`config.mk`:
```
export PLATFORM = sky130hd
export DESIGN_NAME = ring_queue_fifo
export DESIGN_NICKNAME = d
export VERILOG_FILES = /design/src/sv/rqf_pkg.sv /design/src/sv/ring_queue_fifo.sv /design/src/sv/rqf_ctrl.sv /design/src/sv/rqf_dpath.sv
export SDC_FILE = /design/constraint.sdc
export NUM_CORES = 1
export LEC_CHECK = 0
export BUFFER_PORTS_ARGS = -buffer_cell sky130_fd_sc_hd__buf_2
export CAP_MARGIN = 5
export CORE_MARGIN = 2
export CORE_UTILIZATION = 55
export CTS_CLUSTER_SIZE = 20
export DETAILED_ROUTE_END_ITERATION = 10
export GPL_ROUTABILITY_DRIVEN = 1
export PLACE_DENSITY = 0.75
export SYNTH_ARGS = -nofsm -noshare
export SYNTH_HDL_FRONTEND = slang
export SYNTH_SLANG_ARGS = --single-unit
```
`constraint.sdc`:
```
create_clock -name clock -period 4.6 [get_ports clock]
set_clock_uncertainty 0.2 [all_clocks]
set_input_delay 0.23 -clock clock [delete_from_list [all_inputs] [get_ports clock]]
set_output_delay 0.23 -clock clock [all_outputs]
set_load 0.02 [all_outputs]
```
`src/sv/rqf_pkg.sv`:
```
// shared types and constants for the ring queue fifo
package rqf_pkg;

   localparam int ITEM_BITS  = 32;
   localparam int COUNT_BITS = 5;
   localparam int CAP_BITS   = 5;

   typedef enum logic [1:0] {
      OP_PUSH  = 2'd0,
      OP_POP   = 2'd1,
      OP_PEEK  = 2'd2,
      OP_CLEAR = 2'd3
   } opcode_type;

   typedef enum logic [1:0] {
      ST_OK    = 2'd0,
      ST_FULL  = 2'd1,
      ST_EMPTY = 2'd2
   } status_type;

   typedef struct packed {
      opcode_type           opcode;
      logic [ITEM_BITS-1:0] data_in;
   } req_type;

   typedef struct packed {
      status_type            status;
      logic [ITEM_BITS-1:0]  data_out;
      logic [COUNT_BITS-1:0] item_count;
      logic                  is_empty;
      logic                  is_full;
   } rsp_type;

   // controller to datapath commands
   typedef struct packed {
      logic load;       // capture request beat and read head slot
      logic commit;     // execute and register the result
      logic cfg_write;  // capacity register write
   } ctl_cmd_type;

endpackage

```
`src/sv/ring_queue_fifo.sv`:
```
// top level of the ring queue fifo
//
//   channel | ports                           | direction | payload
//   --------+---------------------------------+-----------+----------------------
//   request | req_valid req_ready req_data    | in        | opcode, data_in
//   result  | rsp_valid rsp_ready rsp_data    | out       | status, data, count, flags
//   config  | csr_valid csr_ready csr_data    | in        | capacity in use
//
// each request beat goes in two steps: capture with the head slot read, then execute;
// the next beat is taken only after execute; the registered slot memory read sets this.
// the result register lets the next request beat in while a result beat waits.
// execution stalls only while a waiting result beat is not taken.
// synchronous reset empties the queue and sets capacity to 16; no clearing pass,
// slot contents are left as they are.
module ring_queue_fifo #(
   parameter int DEPTH = 16
) (
   input  logic                         clock,
   input  logic                         reset,
   input  logic                         req_valid,
   output logic                         req_ready,
   input  rqf_pkg::req_type             req_data,
   output logic                         rsp_valid,
   input  logic                         rsp_ready,
   output rqf_pkg::rsp_type             rsp_data,
   input  logic                         csr_valid,
   output logic                         csr_ready,
   input  logic [rqf_pkg::CAP_BITS-1:0] csr_data
);

   rqf_pkg::ctl_cmd_type cmd;

   rqf_ctrl u_ctrl (
      .clock     (clock),
      .reset     (reset),
      .req_valid (req_valid),
      .req_ready (req_ready),
      .rsp_valid (rsp_valid),
      .rsp_ready (rsp_ready),
      .csr_valid (csr_valid),
      .csr_ready (csr_ready),
      .cmd       (cmd)
   );

   rqf_dpath #(
      .DEPTH (DEPTH)
   ) u_dpath (
      .clock    (clock),
      .reset    (reset),
      .cmd      (cmd),
      .req_data (req_data),
      .csr_data (csr_data),
      .rsp_data (rsp_data)
   );

endmodule

```
`src/sv/rqf_ctrl.sv`:
```
// controller state machine for the ring queue fifo
module rqf_ctrl (
   input  logic               clock,
   input  logic               reset,
   input  logic               req_valid,
   output logic               req_ready,
   output logic               rsp_valid,
   input  logic               rsp_ready,
   input  logic               csr_valid,
   output logic               csr_ready,
   output rqf_pkg::ctl_cmd_type cmd
);

   typedef enum logic [1:0] {
      S_IDLE = 2'b01,
      S_EXEC = 2'b10
   } state_type;

   state_type state_ff, state_in;
   logic      rsp_valid_ff, rsp_valid_in;
   logic      out_free;

   // handshakes and commands
   assign csr_ready  = (state_ff == S_IDLE);
   assign req_ready  = (state_ff == S_IDLE) && !csr_valid;
   assign out_free   = !rsp_valid_ff || rsp_ready;

   always_comb begin
      cmd           = '0;
      cmd.load      = req_valid && req_ready;
      cmd.cfg_write = csr_valid && csr_ready;
      cmd.commit    = (state_ff == S_EXEC) && out_free;
   end

   // next state
   always_comb begin
      state_in = state_ff;
      case (state_ff)
         S_IDLE: begin
            if (cmd.load) state_in = S_EXEC;
         end
         S_EXEC: begin
            if (cmd.commit) state_in = S_IDLE;
         end
         default: begin
            state_in = S_IDLE;
         end
      endcase
   end

   // result beat valid
   always_comb begin
      rsp_valid_in = rsp_valid_ff;
      if (cmd.commit) rsp_valid_in = 1'b1;
      else if (rsp_ready) rsp_valid_in = 1'b0;
   end

   always_ff @(posedge clock) begin
      if (reset) begin
         state_ff     <= S_IDLE;
         rsp_valid_ff <= 1'b0;
      end else begin
         state_ff     <= state_in;
         rsp_valid_ff <= rsp_valid_in;
      end
   end

   assign rsp_valid = rsp_valid_ff;

   // an accepted beat always moves to execution
   a_load_exec: assert property (@(posedge clock) disable iff (reset)
      cmd.load |=> state_ff == S_EXEC)
      else $error("accepted beat did not enter execution");

   // a commit always leaves a result beat pending
   a_commit_valid: assert property (@(posedge clock) disable iff (reset)
      cmd.commit |=> rsp_valid_ff)
      else $error("commit without result beat");

   // no request or config beat taken while executing
   a_no_take_exec: assert property (@(posedge clock) disable iff (reset)
      state_ff == S_EXEC |-> !cmd.load && !cmd.cfg_write)
      else $error("beat taken during execution");

endmodule

```
`src/sv/rqf_dpath.sv`:
```
// datapath of the ring queue fifo: slot memory, pointers, count, result register
module rqf_dpath #(
   parameter int DEPTH = 16
) (
   input  logic                          clock,
   input  logic                          reset,
   input  rqf_pkg::ctl_cmd_type          cmd,
   input  rqf_pkg::req_type              req_data,
   input  logic [rqf_pkg::CAP_BITS-1:0]  csr_data,
   output rqf_pkg::rsp_type              rsp_data
);

   localparam int PTR_W = (DEPTH > 1) ? $clog2(DEPTH) : 1;
   localparam int CW    = (PTR_W + 1 > rqf_pkg::CAP_BITS) ? PTR_W + 1 : rqf_pkg::CAP_BITS;
   localparam int CAP_MAX_I = (DEPTH > (2 ** rqf_pkg::CAP_BITS) - 1) ?
                              (2 ** rqf_pkg::CAP_BITS) - 1 : DEPTH;
   localparam logic [rqf_pkg::CAP_BITS-1:0] CAP_MAX = rqf_pkg::CAP_BITS'(CAP_MAX_I);
   localparam logic [rqf_pkg::CAP_BITS-1:0] CAP_MIN = rqf_pkg::CAP_BITS'(1);

   logic [rqf_pkg::ITEM_BITS-1:0]  mem [0:DEPTH-1];
   logic [rqf_pkg::ITEM_BITS-1:0]  rd_data_ff;
   logic [PTR_W-1:0]               head_ff, head_in;
   logic [PTR_W-1:0]               tail_ff, tail_in;
   logic [rqf_pkg::COUNT_BITS-1:0] count_ff, count_in;
   logic [rqf_pkg::CAP_BITS-1:0]   cap_ff;
   rqf_pkg::opcode_type            op_ff;
   logic [rqf_pkg::ITEM_BITS-1:0]  word_ff;
   rqf_pkg::rsp_type               rsp_ff, rsp_in;
   logic [rqf_pkg::CAP_BITS-1:0]   cap_eff;
   logic                           full_now;
   logic                           empty_now;
   logic                           do_write;
   logic [PTR_W-1:0]               head_adv;
   logic [PTR_W-1:0]               tail_adv;

   function automatic logic [PTR_W-1:0] advance(input logic [PTR_W-1:0] idx,
                                                input logic [rqf_pkg::CAP_BITS-1:0] cap);
      logic [CW-1:0] nxt;
      nxt = CW'(idx) + CW'(1);
      if (nxt >= CW'(cap)) return '0;
      return nxt[PTR_W-1:0];
   endfunction

   // capacity clamped to the usable range
   always_comb begin
      if (cap_ff == '0) cap_eff = CAP_MIN;
      else if (cap_ff > CAP_MAX) cap_eff = CAP_MAX;
      else cap_eff = cap_ff;
   end

   assign full_now  = (rqf_pkg::CAP_BITS'(count_ff) >= cap_eff);
   assign empty_now = (count_ff == '0);
   assign head_adv  = advance(head_ff, cap_eff);
   assign tail_adv  = advance(tail_ff, cap_eff);
   assign do_write  = cmd.commit && (op_ff == rqf_pkg::OP_PUSH) && !full_now;

   // operation decode and pointer updates
   always_comb begin
      head_in         = head_ff;
      tail_in         = tail_ff;
      count_in        = count_ff;
      rsp_in          = rsp_ff;
      rsp_in.status   = rqf_pkg::ST_OK;
      rsp_in.data_out = '0;
      case (op_ff)
         rqf_pkg::OP_PUSH: begin
            if (full_now) begin
               rsp_in.status = rqf_pkg::ST_FULL;
            end else begin
               tail_in  = tail_adv;
               count_in = count_ff + rqf_pkg::COUNT_BITS'(1);
            end
         end
         rqf_pkg::OP_POP: begin
            if (empty_now) begin
               rsp_in.status = rqf_pkg::ST_EMPTY;
            end else begin
               rsp_in.data_out = rd_data_ff;
               head_in         = head_adv;
               count_in        = count_ff - rqf_pkg::COUNT_BITS'(1);
            end
         end
         rqf_pkg::OP_PEEK: begin
            if (empty_now) rsp_in.status = rqf_pkg::ST_EMPTY;
            else rsp_in.data_out = rd_data_ff;
         end
         rqf_pkg::OP_CLEAR: begin
            head_in  = '0;
            tail_in  = '0;
            count_in = '0;
         end
         default: begin
            rsp_in.status = rqf_pkg::ST_OK;
         end
      endcase
      rsp_in.item_count = count_in;
      rsp_in.is_empty   = (count_in == '0);
      rsp_in.is_full    = (rqf_pkg::CAP_BITS'(count_in) >= cap_eff);
   end

   // control state: pointers, count, capacity
   always_ff @(posedge clock) begin
      if (reset) begin
         head_ff  <= '0;
         tail_ff  <= '0;
         count_ff <= '0;
         cap_ff   <= rqf_pkg::CAP_BITS'(16);
      end else if (cmd.commit) begin
         head_ff  <= head_in;
         tail_ff  <= tail_in;
         count_ff <= count_in;
      end else if (cmd.cfg_write && empty_now) begin
         cap_ff  <= csr_data;
         head_ff <= '0;
         tail_ff <= '0;
      end
   end

   // request capture and result register
   always_ff @(posedge clock) begin
      if (cmd.load) begin
         op_ff   <= req_data.opcode;
         word_ff <= req_data.data_in;
      end
      if (cmd.commit) rsp_ff <= rsp_in;
   end

   // slot memory, head read registered at load
   always_ff @(posedge clock) begin
      if (do_write) mem[tail_ff] <= word_ff;
      if (cmd.load) rd_data_ff <= mem[head_ff];
   end

   assign rsp_data = rsp_ff;

   // count never exceeds the capacity in use
   a_count_cap: assert property (@(posedge clock) disable iff (reset)
      rqf_pkg::CAP_BITS'(count_ff) <= cap_eff)
      else $error("stored count above capacity");

   // empty ring has coinciding pointers
   a_empty_ptr: assert property (@(posedge clock) disable iff (reset)
      empty_now |-> head_ff == tail_ff)
      else $error("pointers differ on empty ring");

   // a push that fits adds exactly one item
   a_push_count: assert property (@(posedge clock) disable iff (reset)
      do_write |=> count_ff == $past(count_ff) + rqf_pkg::COUNT_BITS'(1))
      else $error("push did not add one item");

endmodule
```
# --- Word-level counts from Yosys, hierarchy flattened ---
# Memories as Yosys holds them, arrays and structs flattened. A register that Yosys moved wholly into a read port is not among the register bits.
# Cells that the tools add are included.
word_totals:
  regBits: 96
  ram_bits: 512
  in_bits: 44
  output_inout_bits: 44
  wordCells: 87
  n_memories: 1
op_classes:
  n_addsub: 4
  magnitude_cmp: 5
  n_eq_ne: 11
  mux: 28
  bitwise_logic: 2
  n_reduce_logical: 23
mem_list:
  columns: ["memory", "words", "width", "read_ports", "rd_ports_with_merged_regs", "wr", "line_no", "rtl"]
  rows:
  - ["u_dpath.mem", 16, 32, 1, 1, 1, "rqf_dpath.sv:20", "logic [rqf_pkg::ITEM_BITS-1:0] mem [0:DEPTH-1];"]
ops:
  columns: ["op", "n"]
  rows:
  - ["$mux W4", 9]
  - ["$ge A5 B5 Y1", 4]
  - ["$mux W5", 4]
  - ["$pmux W4 S2", 2]
  - ["$logic_not A5 Y1", 3]
  - ["$pmux W5 S3", 1]
  - ["$ne A3 B3 Y1 const B", 4]
  - ["$add A4 B1 Y5 const B", 2]
  - ["$pmux W2 S2", 2]
  - ["$logic_and A1 B1 Y1", 7]
  - ["$mux W1", 7]
  - ["$eq A2 B2 Y1 const B", 3]
  - ["$mux W2", 3]
  - ["$reduce_and A3 Y1", 2]
  - ["$add A5 B1 Y5 const B", 1]
  - ["$gt A5 B5 Y1 const B", 1]
  - ["$sub A5 B1 Y5 const B", 1]
  - ["$eq A2 B1 Y1 const B", 2]
  - ["$reduce_and A2 Y1", 2]
  - ["$reduce_bool A2 Y1", 2]
  - ["$reduce_or A2 Y1", 2]
  - ["$logic_not A1 Y1", 3]
  - ["$logic_not A2 Y1", 1]
  - ["$ne A2 B1 Y1 const B", 1]
  - ["3 further kinds", 4]

# --- Depth between registers and ports, before layout ---
# Gate-level depths: netlist (run 1).
depth:
  depth_word: 9
  mapped_depth: 15
  depth_no_buf: 15

# --- Hierarchy ---
# From an unflattened synthesis (run 1), not the netlist that was laid out.
hier_totals:
  hier_cells: 1097
  hier_area_um2: 24571.1
by_module_without_submodules:
  columns: ["module", "n_inst", "cells_per_inst", "area_each_um2", "seq_area_each_um2"]
  rows:
  - ["rqf_dpath", 1, 1082, 24418.4, 18948.2]
  - ["rqf_ctrl", 1, 15, 152.6, 60.1]

# --- Worst setup path after synthesis (run 1) ---
# No wires, ideal clock.
synth_timing:
  kind: "register to register"
  startpoint: "reg u_dpath.cap_ff[1] in the netlist's numbering"
  endpoint: "mem u_dpath.mem[3][0] in the netlist's numbering (enable)"
  setup_ps: 461
  t_arrival_ps: 4053
  required_ps: 3939
  setup_slack_ps: -114
  stages_incl_launch_ff: 10
  n_path_buf: 0
  synth_period_minus_slack_ps: 4714
  path_cell_list: "dfxtp_1 > nor3_1 > nor2_1 > nor2_1 > ha_1 > nor2b_1 > o21ai_1 > a2111oi_4 > nand2_1 > nor3_1"
synth_between:
  elab_chain_len: 8
  word_cells_on_any_way: 9
  cone_classes: "2 x order compare; 4 x mux; 3 x reduce/logical"
synth_rtl:
  columns: ["item", "line_no", "rtl"]
  rows:
  - ["start: declaration", "rqf_dpath.sv:25", "logic [rqf_pkg::CAP_BITS-1:0] cap_ff;"]
  - ["start signal: assignment", "rqf_dpath.sv:107", "cap_ff <= rqf_pkg::CAP_BITS'(16);"]
  - ["start signal: assignment", "rqf_dpath.sv:113", "cap_ff <= csr_data;"]
  - ["$gt A5 B5 Y1", "rqf_dpath.sv:47", "else if (cap_ff > CAP_MAX) cap_eff = CAP_MAX;"]
  - ["$mux W5", "rqf_dpath.sv:47", null]
  - ["$mux W5 (*)", "rqf_dpath.sv:46", "if (cap_ff == '0) cap_eff = CAP_MIN;"]
  - ["$ge A5 B5 Y1 (*)", "rqf_dpath.sv:51", "assign full_now = (rqf_pkg::CAP_BITS'(count_ff) >= cap_eff);"]
  - ["$logic_not A1 Y1 (*)", "rqf_dpath.sv:55", "assign do_write = cmd.commit && (op_ff == rqf_pkg::OP_PUSH) && !full_now;"]
  - ["$logic_and A1 B1 Y1 (*)", "rqf_dpath.sv:55", null]
  - ["$mux W1 (*)", "rqf_dpath.sv:130", "if (do_write) mem[tail_ff] <= word_ff;"]
  - ["$mux W1 (implied by the code) (*)", "rqf_dpath.sv:130", null]
  - ["end: declaration", "rqf_dpath.sv:20", null]
# Every way passes the cells marked *; elsewhere a longest branch is shown, timed or not.

==> flow_summary.ini, run 1 <==
[clock_tree]
clock_latency_ns = 0.62
root_buffer = clkbuf_16
cts_buffers = 60
clkTransAtPathRegs_ns = 0.07
htreeDepth = 2
clockBufferDepth = 3
cts_setup_buffers = 0
cts_tree = yes
clock_sinks = 640

[placed_design]
io_buffers = 87
place_area_um2 = 26000
dp_hpwl_mm = 27.2
gp_congestion = 0.842
dpl.cell_count = 1752

[yosys]
syn_nets = 1163
synth.area.mux_share = 0.149
synth_compound_area_frac = 0.0166
synth-xor-area-share = 0.00143
yosys_most_used_dff = edfxtp_1
synth_edf_count = 619
synthArstFlopShare = 0
synth_area_per_cell_um2 = 22.6
synth_warnings = 0
synthCells = 1088
yosysSeqAreaShare = 0.775
synth-simple-area-share = 0.0300
syn_area_um2 = 24500
synth_fa_ha_area_frac = 0.0162
synth_seq_cells = 640
yosys.cell_types.count = 60
synth_top_family_by_area = multiplexers

[drt]
drtIter0Drc = 1114
antenna_left = 0
wl_per_cell_um = 25.7
drt_pass1_iterations = 5
drc = 0
vias = 11400
vias_per_cell = 5.97
drt-total-wl_mm = 49.2

[power]
p_per_area_nw_per_um2 = 399
p_leak_uw = 0.00918
ir_drop_v = 0.000463

[timing]
rsz0062_at_grt = false
slew_violations = 0
slew_headroom = 0.308
fin_crit_ns = 4.24
fmax_mhz = 236
tns_ns = 0
hold_viol = 0
min_period_over_period = 0.921
worstMarginPinSlew_ns = 1.04
setup_viol = 0

[floorplanning]
core_area_um2 = 44100
initial_core_util = 0.556
die-area_um2 = 46300
die_h_um = 215
io_pins = 88
chipWidth_um = 215
core.rowCount = 77

[worst_setup_path]
ff2ff_path_depth = 15
r2r_start = u_dpath.cap_ff[1]$_SDFFE_PP0P_
crit_chain = nor3_1 > nor2_1 > nor2_1 > ha_1 > nor2b_1 > o21ai_1 > a2111oi_0 > o32a_1 > inv_1 > ha_1 > nand2b_1 > a21o_1 > a21o_1 > maj3_1 > a21o_1
critPathSlowestCell = a2111oi_0
rr_endpoint = u_dpath.rsp_data[0]$_DFFE_PP_
worst_setup_path_start_kind = flip-flop
path_max_fanout = 4
end_kind = flip-flop
crit_top_cell = a21o_1
rrSetupSlack_ns = 0.36
crit_type = reg2reg
cpPeakStageDelay_ns = 0.61
worstPathRequired_ns = 4.78
arrival_ns = 4.42

[finish]
final_common_cell = edfxtp_1
area_growth_pct = 15.7
design_area_um2 = 28400
finalNetCount = 1347
final_cell_mix = 619 x edfxtp_1, 160 x mux4_2, 87 x buf_2
layout-drive-gt1-share = 0.304
fin_util = 0.644
instances_no_fill = 1915
num_antenna_cells = 0

[worst_hold_path]
hold_end = u_dpath.word_ff[0]$_DFFE_PP_
hold_path.class = in2reg
hold_depth = 2
min_from = req_data[0]

[global_routing]
antenna_found_initial = 1
gr-total-overflow = 0
grt_pass1_wl_mm = 75.6
grt_pass1_vias = 12100
grt_max_degree = 67
grt_usage = 0.220

[run_status]
status = finished clean

[job]
cap_violations = 0
[synthesized netlist by cell type (3+ instances only)]
cell type	instances	area share
nand2_1	23	0.0035
clkbuf_1	21	0.0032
a21o_1	9	0.0028
mux2i_1	6	0.0024
dfxtp_1	21	0.017
nand2b_1	7	0.0018
inv_1	14	0.0021
mux4_2	160	0.15
o21ai_0	4	0.00082
nand3_1	4	0.00082
and2_1	33	0.0084
edfxtp_1	619	0.76
nor2_1	30	0.0046
and3_1	3	0.00076
buf_2	9	0.0018
nor3_1	9	0.0018
o21a_1	3	0.00092
buf_6	6	0.0028
ha_1	31	0.016
a21oi_1	12	0.0024
nor2b_1	5	0.0013
buf_1	11	0.0017
[kinds of logic after synthesis]
group | Yosys count
AOI/OAI and AO/OA | 53
DFF | 640
and+or+nand+nor | 131
muxes | 166
adders and majority gates | 32
buffers and inverters | 62
xor gates and xnor gates | 4
[stage by stage]
stage / setup slack, ns / hold slack, ns / total power (µW)
after floorplan: 0.740 / 0.129 / 6620
after global placement: 0.500 / 0.206 / 6680
after CTS: 0.389 / 0.0864 / 11400
final: 0.363 / 0.112 / 11300
after global routing: 0.0910 / 0.108 / 11700
after detailed placement: 0.399 / 0.208 / 6690
[worst max-delay path, delay by kind of cell, from the launching register on]
| kind | cells | cell delay, ns |
|---|---|---|
| compound gates | 6 | 1.69 |
| fa+ha+maj | 3 | 0.93 |
| buf+inv | 1 | 0.07 |
| flops | 1 | 0.32 |
| simple gates | 5 | 0.79 |
[where the power goes]
group          switching, µW  total (µW)  leakage, µW  internal [µW]
clock                   2110        4740     0.000924           2630
sequential              57.1        6450      0.00584           6390
combinational           73.8         145      0.00241           70.7
[cell type report]
type | count | area, µm²
timing repair buffer | 169 | 1310
inverter | 15 | 58.8
clock inverter | 43 | 307
fill | 2864 | 15700
tap | 592 | 741
clock buffer | 70 | 1580
multi-input combinational | 386 | 5380
sequential | 640 | 19000
[worst max path at each step]
stage / from / endpoint / slack [ns]
global placement: u_dpath.cap_ff[1]$_SDFFE_PP0P_ / u_dpath.rsp_data[0]$_DFFE_PP_ / 0.50
detailed placement: u_dpath.cap_ff[1]$_SDFFE_PP0P_ / u_dpath.rsp_data[0]$_DFFE_PP_ / 0.40
finish: u_dpath.cap_ff[1]$_SDFFE_PP0P_ / u_dpath.rsp_data[0]$_DFFE_PP_ / 0.36
floorplan: u_dpath.cap_ff[1]$_SDFFE_PP0P_ / u_dpath.mem[11][0]$_DFFE_PP_ / 0.74
global route: u_dpath.cap_ff[1]$_SDFFE_PP0P_ / u_dpath.rsp_data[0]$_DFFE_PP_ / 0.09
CTS: u_dpath.cap_ff[1]$_SDFFE_PP0P_ / u_dpath.rsp_data[0]$_DFFE_PP_ / 0.39
[registers in the layout, indices dropped and copies added, names as in the netlist]
| name | count |
|---|---|
| u_dpath.head_ff | 4 |
| u_dpath.count_ff | 5 |
| u_dpath.rd_data_ff | 32 |
| u_dpath.rsp_data | 41 |
| u_dpath.cap_ff | 5 |
| u_dpath.tail_ff | 4 |
| u_ctrl.state_ff | 2 |
| u_dpath.mem | 512 |
| u_ctrl.rsp_valid | 1 |
| u_dpath.word_ff | 32 |
| u_dpath.op_ff | 2 |
[per-layer routing]
layer,track usage,wire (µm),vias up
met5,0,0,-
met4,0.0655,1110,0
met3,0.0393,3350,81
met2,0.365,25100,496
met1,0.304,19700,5929
li1,-,-,4919
[what timing repair did]
action	CTS	global route
endpoints found under the setup margin	0	0
resized for setup	0	0
hold endpoints to repair	51	0
hold buffers	50	0
Note: power is estimated with default switching activity, not from simulation.
==> run 2, diff against run 1 <==
--- a/config.mk
+++ b/config.mk
@@ -8,11 +8,11 @@
 export BUFFER_PORTS_ARGS = -buffer_cell sky130_fd_sc_hd__buf_2
 export CAP_MARGIN = 5
 export CORE_MARGIN = 2
-export CORE_UTILIZATION = 55
+export CORE_UTILIZATION = 50
 export CTS_CLUSTER_SIZE = 20
 export DETAILED_ROUTE_END_ITERATION = 10
 export GPL_ROUTABILITY_DRIVEN = 1
-export PLACE_DENSITY = 0.75
+export PLACE_DENSITY = 0.69
 export SYNTH_ARGS = -nofsm -noshare
 export SYNTH_HDL_FRONTEND = slang
 export SYNTH_SLANG_ARGS = --single-unit
==> flow_summary.ini, run 2 (synthesis results as in run 1) <==
[power]
ir_drop_v = 0.000292
p_leak_uw = 0.00916
p_seq_frac = 0.563
switchingPower_uw = 2210
internal_power_uw = 9250
power_frac_clock = 0.424
p_comb_frac = 0.013
p_per_area_nw_per_um2 = 403
swShare = 0.193

[timing]
min_period_over_period = 0.909
hold_viol = 0
slew_violations = 0
slew_headroom = 0.293
fmax_mhz = 239
timing.hold.ws_ns = 0.111
worst_slack_ns = 0.419
worstMarginPinSlew_ns = 1.06
tns_ns = 0
fin_crit_ns = 4.18
rsz0062_at_grt = false
setup_viol = 0

[finish]
final_common_cell = edfxtp_1
finalNetCount = 1340
largest_register = u_dpath.mem
fillers = 3449
largest_register_ffs = 512
design_area_um2 = 28500
regArea_um2 = 19000
instances_no_fill = 1933
layout-drive-gt1-share = 0.300
multi_input_area_um2 = 5380
num_antenna_cells = 0
final_cell_mix = 619 x edfxtp_1, 160 x mux4_2, 87 x buf_2
area_growth_pct = 15.9

[global_routing]
gr-total-overflow = 0
grt_max_degree = 92
met1_usage = 0.281
grt_most_used_layer = met2
grt_util_met2 = 0.318
antenna_found_initial = 0
grt_pass1_vias = 11500
grt_pass1_wl_mm = 72.7
grt_usage = 0.197
grt_util_met3 = 0.0293

[worst_setup_path]
crit_type = reg2reg
rr_endpoint = u_dpath.rsp_data[0]$_DFFE_PP_
critPathLaunch = u_dpath.cap_ff[1]$_SDFFE_PP0P_
r2r_start = u_dpath.cap_ff[1]$_SDFFE_PP0P_
ff2ff_path_depth = 15
endpoint = u_dpath.rsp_data[0]$_DFFE_PP_
arrival_ns = 4.37
worstPathRequired_ns = 4.79
path_max_fanout = 4
end_kind = flip-flop
rrSetupSlack_ns = 0.42
worst_setup_path_start_kind = flip-flop

[placed_design]
io_buffers = 87
dpl.cell_count = 1774
post-place-ws_ns = 0.372
gp_congestion = 0.841
place_area_um2 = 26000
dp_hpwl_mm = 26.0

[floorplanning]
chipWidth_um = 226
core_area_um2 = 48600
core.rowCount = 81
die_h_um = 226
die-area_um2 = 50900
initial_core_util = 0.504
io_pins = 88

[drt]
drt_pass1_iterations = 5
drtIter0Drc = 1162
vias_per_cell = 5.80
vias = 11200
antenna_left = 0
wl_per_cell_um = 25.0
drc = 0
drt-total-wl_mm = 48.4

[clock_tree]
cts_setup_buffers = 0
cts_buffers = 61
clkTransAtPathRegs_ns = 0.07
cts_tree = yes
htreeDepth = 2
clock_latency_ns = 0.63
clockBufferDepth = 3
clock_sinks = 640
root_buffer = clkbuf_16

[job]
cap_violations = 0

[worst_hold_path]
hold_path.class = in2reg

[run_status]
status = finished clean
-- run 2: cell type report --
cell class | instances | area share
clock inverter | 40 | 0.0127
clock buffer | 69 | 0.0555
timing repair buffer | 161 | 0.0449
multi-input combinational | 386 | 0.189
inverter | 15 | 0.00207
tap | 622 | 0.0274
sequential | 640 | 0.668
-- run 2: timing repair --
item | in CTS | in global routing
hold buffers | 50 | 0
endpoints found under the setup margin | 0 | 1
hold endpoints to repair | 51 | 0
gates resized for setup | 0 | 1
-- run 2: stage by stage --
stage                     utilization  power [µW]
final                           0.585       11500
after global routing            0.585       11800
after CTS                       0.585       11600
after detailed placement        0.535        6690
after global placement          0.535        6680
after floorplan                     -        6620
-- run 2: power groups by stage --
stage	Sequential, µW	Combinational [µW]	Clock [µW]
after CTS	6450	146	4970
final	6450	146	4860
after global routing	6460	161	5160
after global placement	6570	110	0
after detailed placement	6580	113	0
after floorplan	6550	69.7	0
-- run 2: worst min path at each step --
stage / from / to / slack (ns) / depth (start not counted)
2_1_floorplan: req_data[32] / u_dpath.op_ff[0]$_DFFE_PP_ / 0.13 / 0
3_3_place_gp: req_data[0] / u_dpath.word_ff[0]$_DFFE_PP_ / 0.21 / 1
3_5_place_dp: req_data[19] / u_dpath.word_ff[19]$_DFFE_PP_ / 0.21 / 1
4_1_cts: req_data[8] / u_dpath.word_ff[8]$_DFFE_PP_ / 0.07 / 2
5_1_grt: req_data[19] / u_dpath.word_ff[19]$_DFFE_PP_ / 0.11 / 2
6_report: req_data[30] / u_dpath.word_ff[30]$_DFFE_PP_ / 0.11 / 2
-- run 2: critical path, cell delays in order, from the launching register on --
cell and delay, ns:
dfxtp_1 0.32, nor3_1 0.19, nor2_1 0.06, nor2_1 0.25
ha_1 0.29, nor2b_1 0.17, o21ai_1 0.19, a2111oi_1 0.55
o32a_1 0.35, inv_1 0.07, ha_1 0.28, nand2b_1 0.14
a21o_1 0.17, a21o_1 0.17, maj3_1 0.34, a21o_1 0.18
-- run 2: metal layers --
metal	wire [µm]	up-vias
li1	-	4904
met1	20700	5902
met2	23800	341
met3	2820	66
met4	1050	0
met5	0	-
==> run 3, diff against run 2 <==
--- a/config.mk
+++ b/config.mk
@@ -13,6 +13,7 @@
 export DETAILED_ROUTE_END_ITERATION = 10
 export GPL_ROUTABILITY_DRIVEN = 1
 export PLACE_DENSITY = 0.69
+export REMOVE_ABC_BUFFERS = 1
 export SYNTH_ARGS = -nofsm -noshare
 export SYNTH_HDL_FRONTEND = slang
 export SYNTH_SLANG_ARGS = --single-unit
==> flow_summary.ini, run 3 (synthesis results as in run 1) <==
[clock_tree]
cts_setup_buffers = 0
clockBufferDepth = 3
root_buffer = clkbuf_16
htreeDepth = 2
clock_sinks = 640
clock_latency_ns = 0.62
cts_tree = yes
cts_buffers = 61
clkTransAtPathRegs_ns = 0.06

[global_routing]
grt_util_met3 = 0.0322
grt_pass1_wl_mm = 73.3
gr-total-overflow = 0
grt_max_degree = 92
antenna_found_initial = 1
grt_pass1_vias = 11600
grt_most_used_layer = met2
met1_usage = 0.288
grt_usage = 0.197
grt_util_met2 = 0.318

[worst_setup_path]
path_max_fanout = 4
worstPathRequired_ns = 4.78
arrival_ns = 4.47
cpPeakStageDelay_ns = 0.60
rrSetupSlack_ns = 0.30
crit_chain = nor3_1 > nor2_1 > nor2_1 > ha_1 > nor2b_1 > o21ai_1 > a2111oi_1 > o32a_1 > inv_1 > ha_1 > nand2b_1 > a21o_1 > a21o_1 > maj3_1 > a21o_1
crit_top_cell = a21o_1
critPathLaunch = u_dpath.cap_ff[1]$_SDFFE_PP0P_
critPathBufInv = 1
endpoint = u_dpath.rsp_data[0]$_DFFE_PP_
critPathSlowestCell = a2111oi_1
path_depth = 15
crit_type = reg2reg
worst_setup_path_start_kind = flip-flop
r2r_start = u_dpath.cap_ff[1]$_SDFFE_PP0P_
ff2ff_path_depth = 15
end_kind = flip-flop
rr_endpoint = u_dpath.rsp_data[0]$_DFFE_PP_
cp_top_family = compound AO/OA/AOI/OAI gates

[finish]
fin_util = 0.588
largest_register_ffs = 512
area_growth_pct = 16.5
finalNetCount = 1345
final_cell_mix = 619 x edfxtp_1, 160 x mux4_2, 87 x buf_2
largest_register = u_dpath.mem
final_common_cell = edfxtp_1
design_area_um2 = 28600
fillers = 3419
layout-drive-gt1-share = 0.299

[timing]
min_period_over_period = 0.934
setup_viol = 0
fmax_mhz = 233
slew_violations = 0
hold_viol = 0
worstMarginPinSlew_ns = 0.907
fin_crit_ns = 4.30
rsz0062_at_grt = false
slew_headroom = 0.395

[power]
p_leak_uw = 0.00926
ir_drop_v = 0.000357
p_per_area_nw_per_um2 = 409

[floorplanning]
core_area_um2 = 48600
initial_core_util = 0.504
die-area_um2 = 50900
die_h_um = 226
chipWidth_um = 226
core.rowCount = 81
io_pins = 88

[placed_design]
gp_congestion = 0.830
dp_hpwl_mm = 26.3
place_area_um2 = 26000
io_buffers = 87

[worst_hold_path]
hold_path.class = in2reg

[drt]
drc = 0
vias = 11300
wl_per_cell_um = 24.9
drt-total-wl_mm = 48.4
drtIter0Drc = 1299
drt_pass1_iterations = 5
antenna_left = 0
vias_per_cell = 5.82

[job]
cap_violations = 0

[run_status]
status = finished clean
[run 3: cell types whose count changed in the layout (fill, tap and decap cells not counted), moves of 4 or more]
cell / delta
buf_4: +4
bufinv_16: +4
clkinv_2: -5
nor3_2: +4
nor3_4: -4
[run 3: layout make-up]
cell class                 count  area (µm²)  share of cell area
antenna                        1        2.50           0.0000875
clock buffer                  71        1590              0.0555
clock inverter                39         459              0.0161
inverter                      15        57.6             0.00201
multi-input combinational    386        5360               0.187
sequential                   640       19000               0.665
tap                          622         778              0.0272
timing repair buffer         166        1330              0.0465
[run 3: how the worst min path moves through the flow]
stage	to	from	cells past startpoint	slack (ns)
finish	u_dpath.word_ff[6]$_DFFE_PP_	req_data[6]	2	0.12
global route	u_dpath.word_ff[23]$_DFFE_PP_	req_data[23]	2	0.08
CTS	u_dpath.word_ff[23]$_DFFE_PP_	req_data[23]	2	0.08
detailed placement	u_dpath.word_ff[23]$_DFFE_PP_	req_data[23]	1	0.21
global placement	u_dpath.word_ff[24]$_DFFE_PP_	req_data[24]	1	0.21
floorplan	u_ctrl.rsp_valid$_SDFFE_PP0P_	reset	1	0.1
[run 3: layer usage]
| layer | part of all wire | wire (µm) |
|---|---|---|
| met1 | 0.44 | 21100 |
| met2 | 0.49 | 23800 |
| met3 | 0.055 | 2680 |
| met4 | 0.017 | 827 |
| met5 | 0 | 0 |
[run 3: report_power, final]
| part | switching, µW | total [µW] | leakage [µW] | internal, µW |
|---|---|---|---|---|
| Sequential | 53.7 | 6450 | 0.00584 | 6400 |
| Combinational | 76.2 | 148 | 0.00243 | 71.6 |
| Clock | 2090 | 5100 | 0.000991 | 3010 |
[run 3: what timing repair did]
action / in CTS / in global routing
hold endpoints to repair: 51 / 0
hold buffers: 50 / 0
resized for setup: 0 / 1
setup endpoints to repair: 0 / 1
[run 3: worst reg2reg max path: cells and delay by family, from the launching register on]
family                   cells  cell delay (ns)
AO/OA/AOI/OAI                6             1.67
adder cells (fa/ha/maj)      3             0.94
AND/OR/NAND/NOR              5             0.84
flip-flops                   1             0.32
buffers and inverters        1             0.07
[run 3: metrics by stage]
| step | TNS [ns] | hold slack [ns] | power, µW | setup WS (ns) | cells |
|---|---|---|---|---|---|
| after floorplan | -101.00 | 0.0991 | 6620 | -2.82 | 1041 |
| after global placement | 0 | 0.207 | 6680 | 0.460 | 1779 |
| after detailed placement | 0 | 0.208 | 6690 | 0.222 | 1779 |
| after CTS | 0 | 0.0768 | 11800 | 0.203 | 1939 |
| after global routing | 0 | 0.0842 | 12000 | 0.0114 | 1939 |
| final | 0 | 0.119 | 11700 | 0.305 | 1940 |
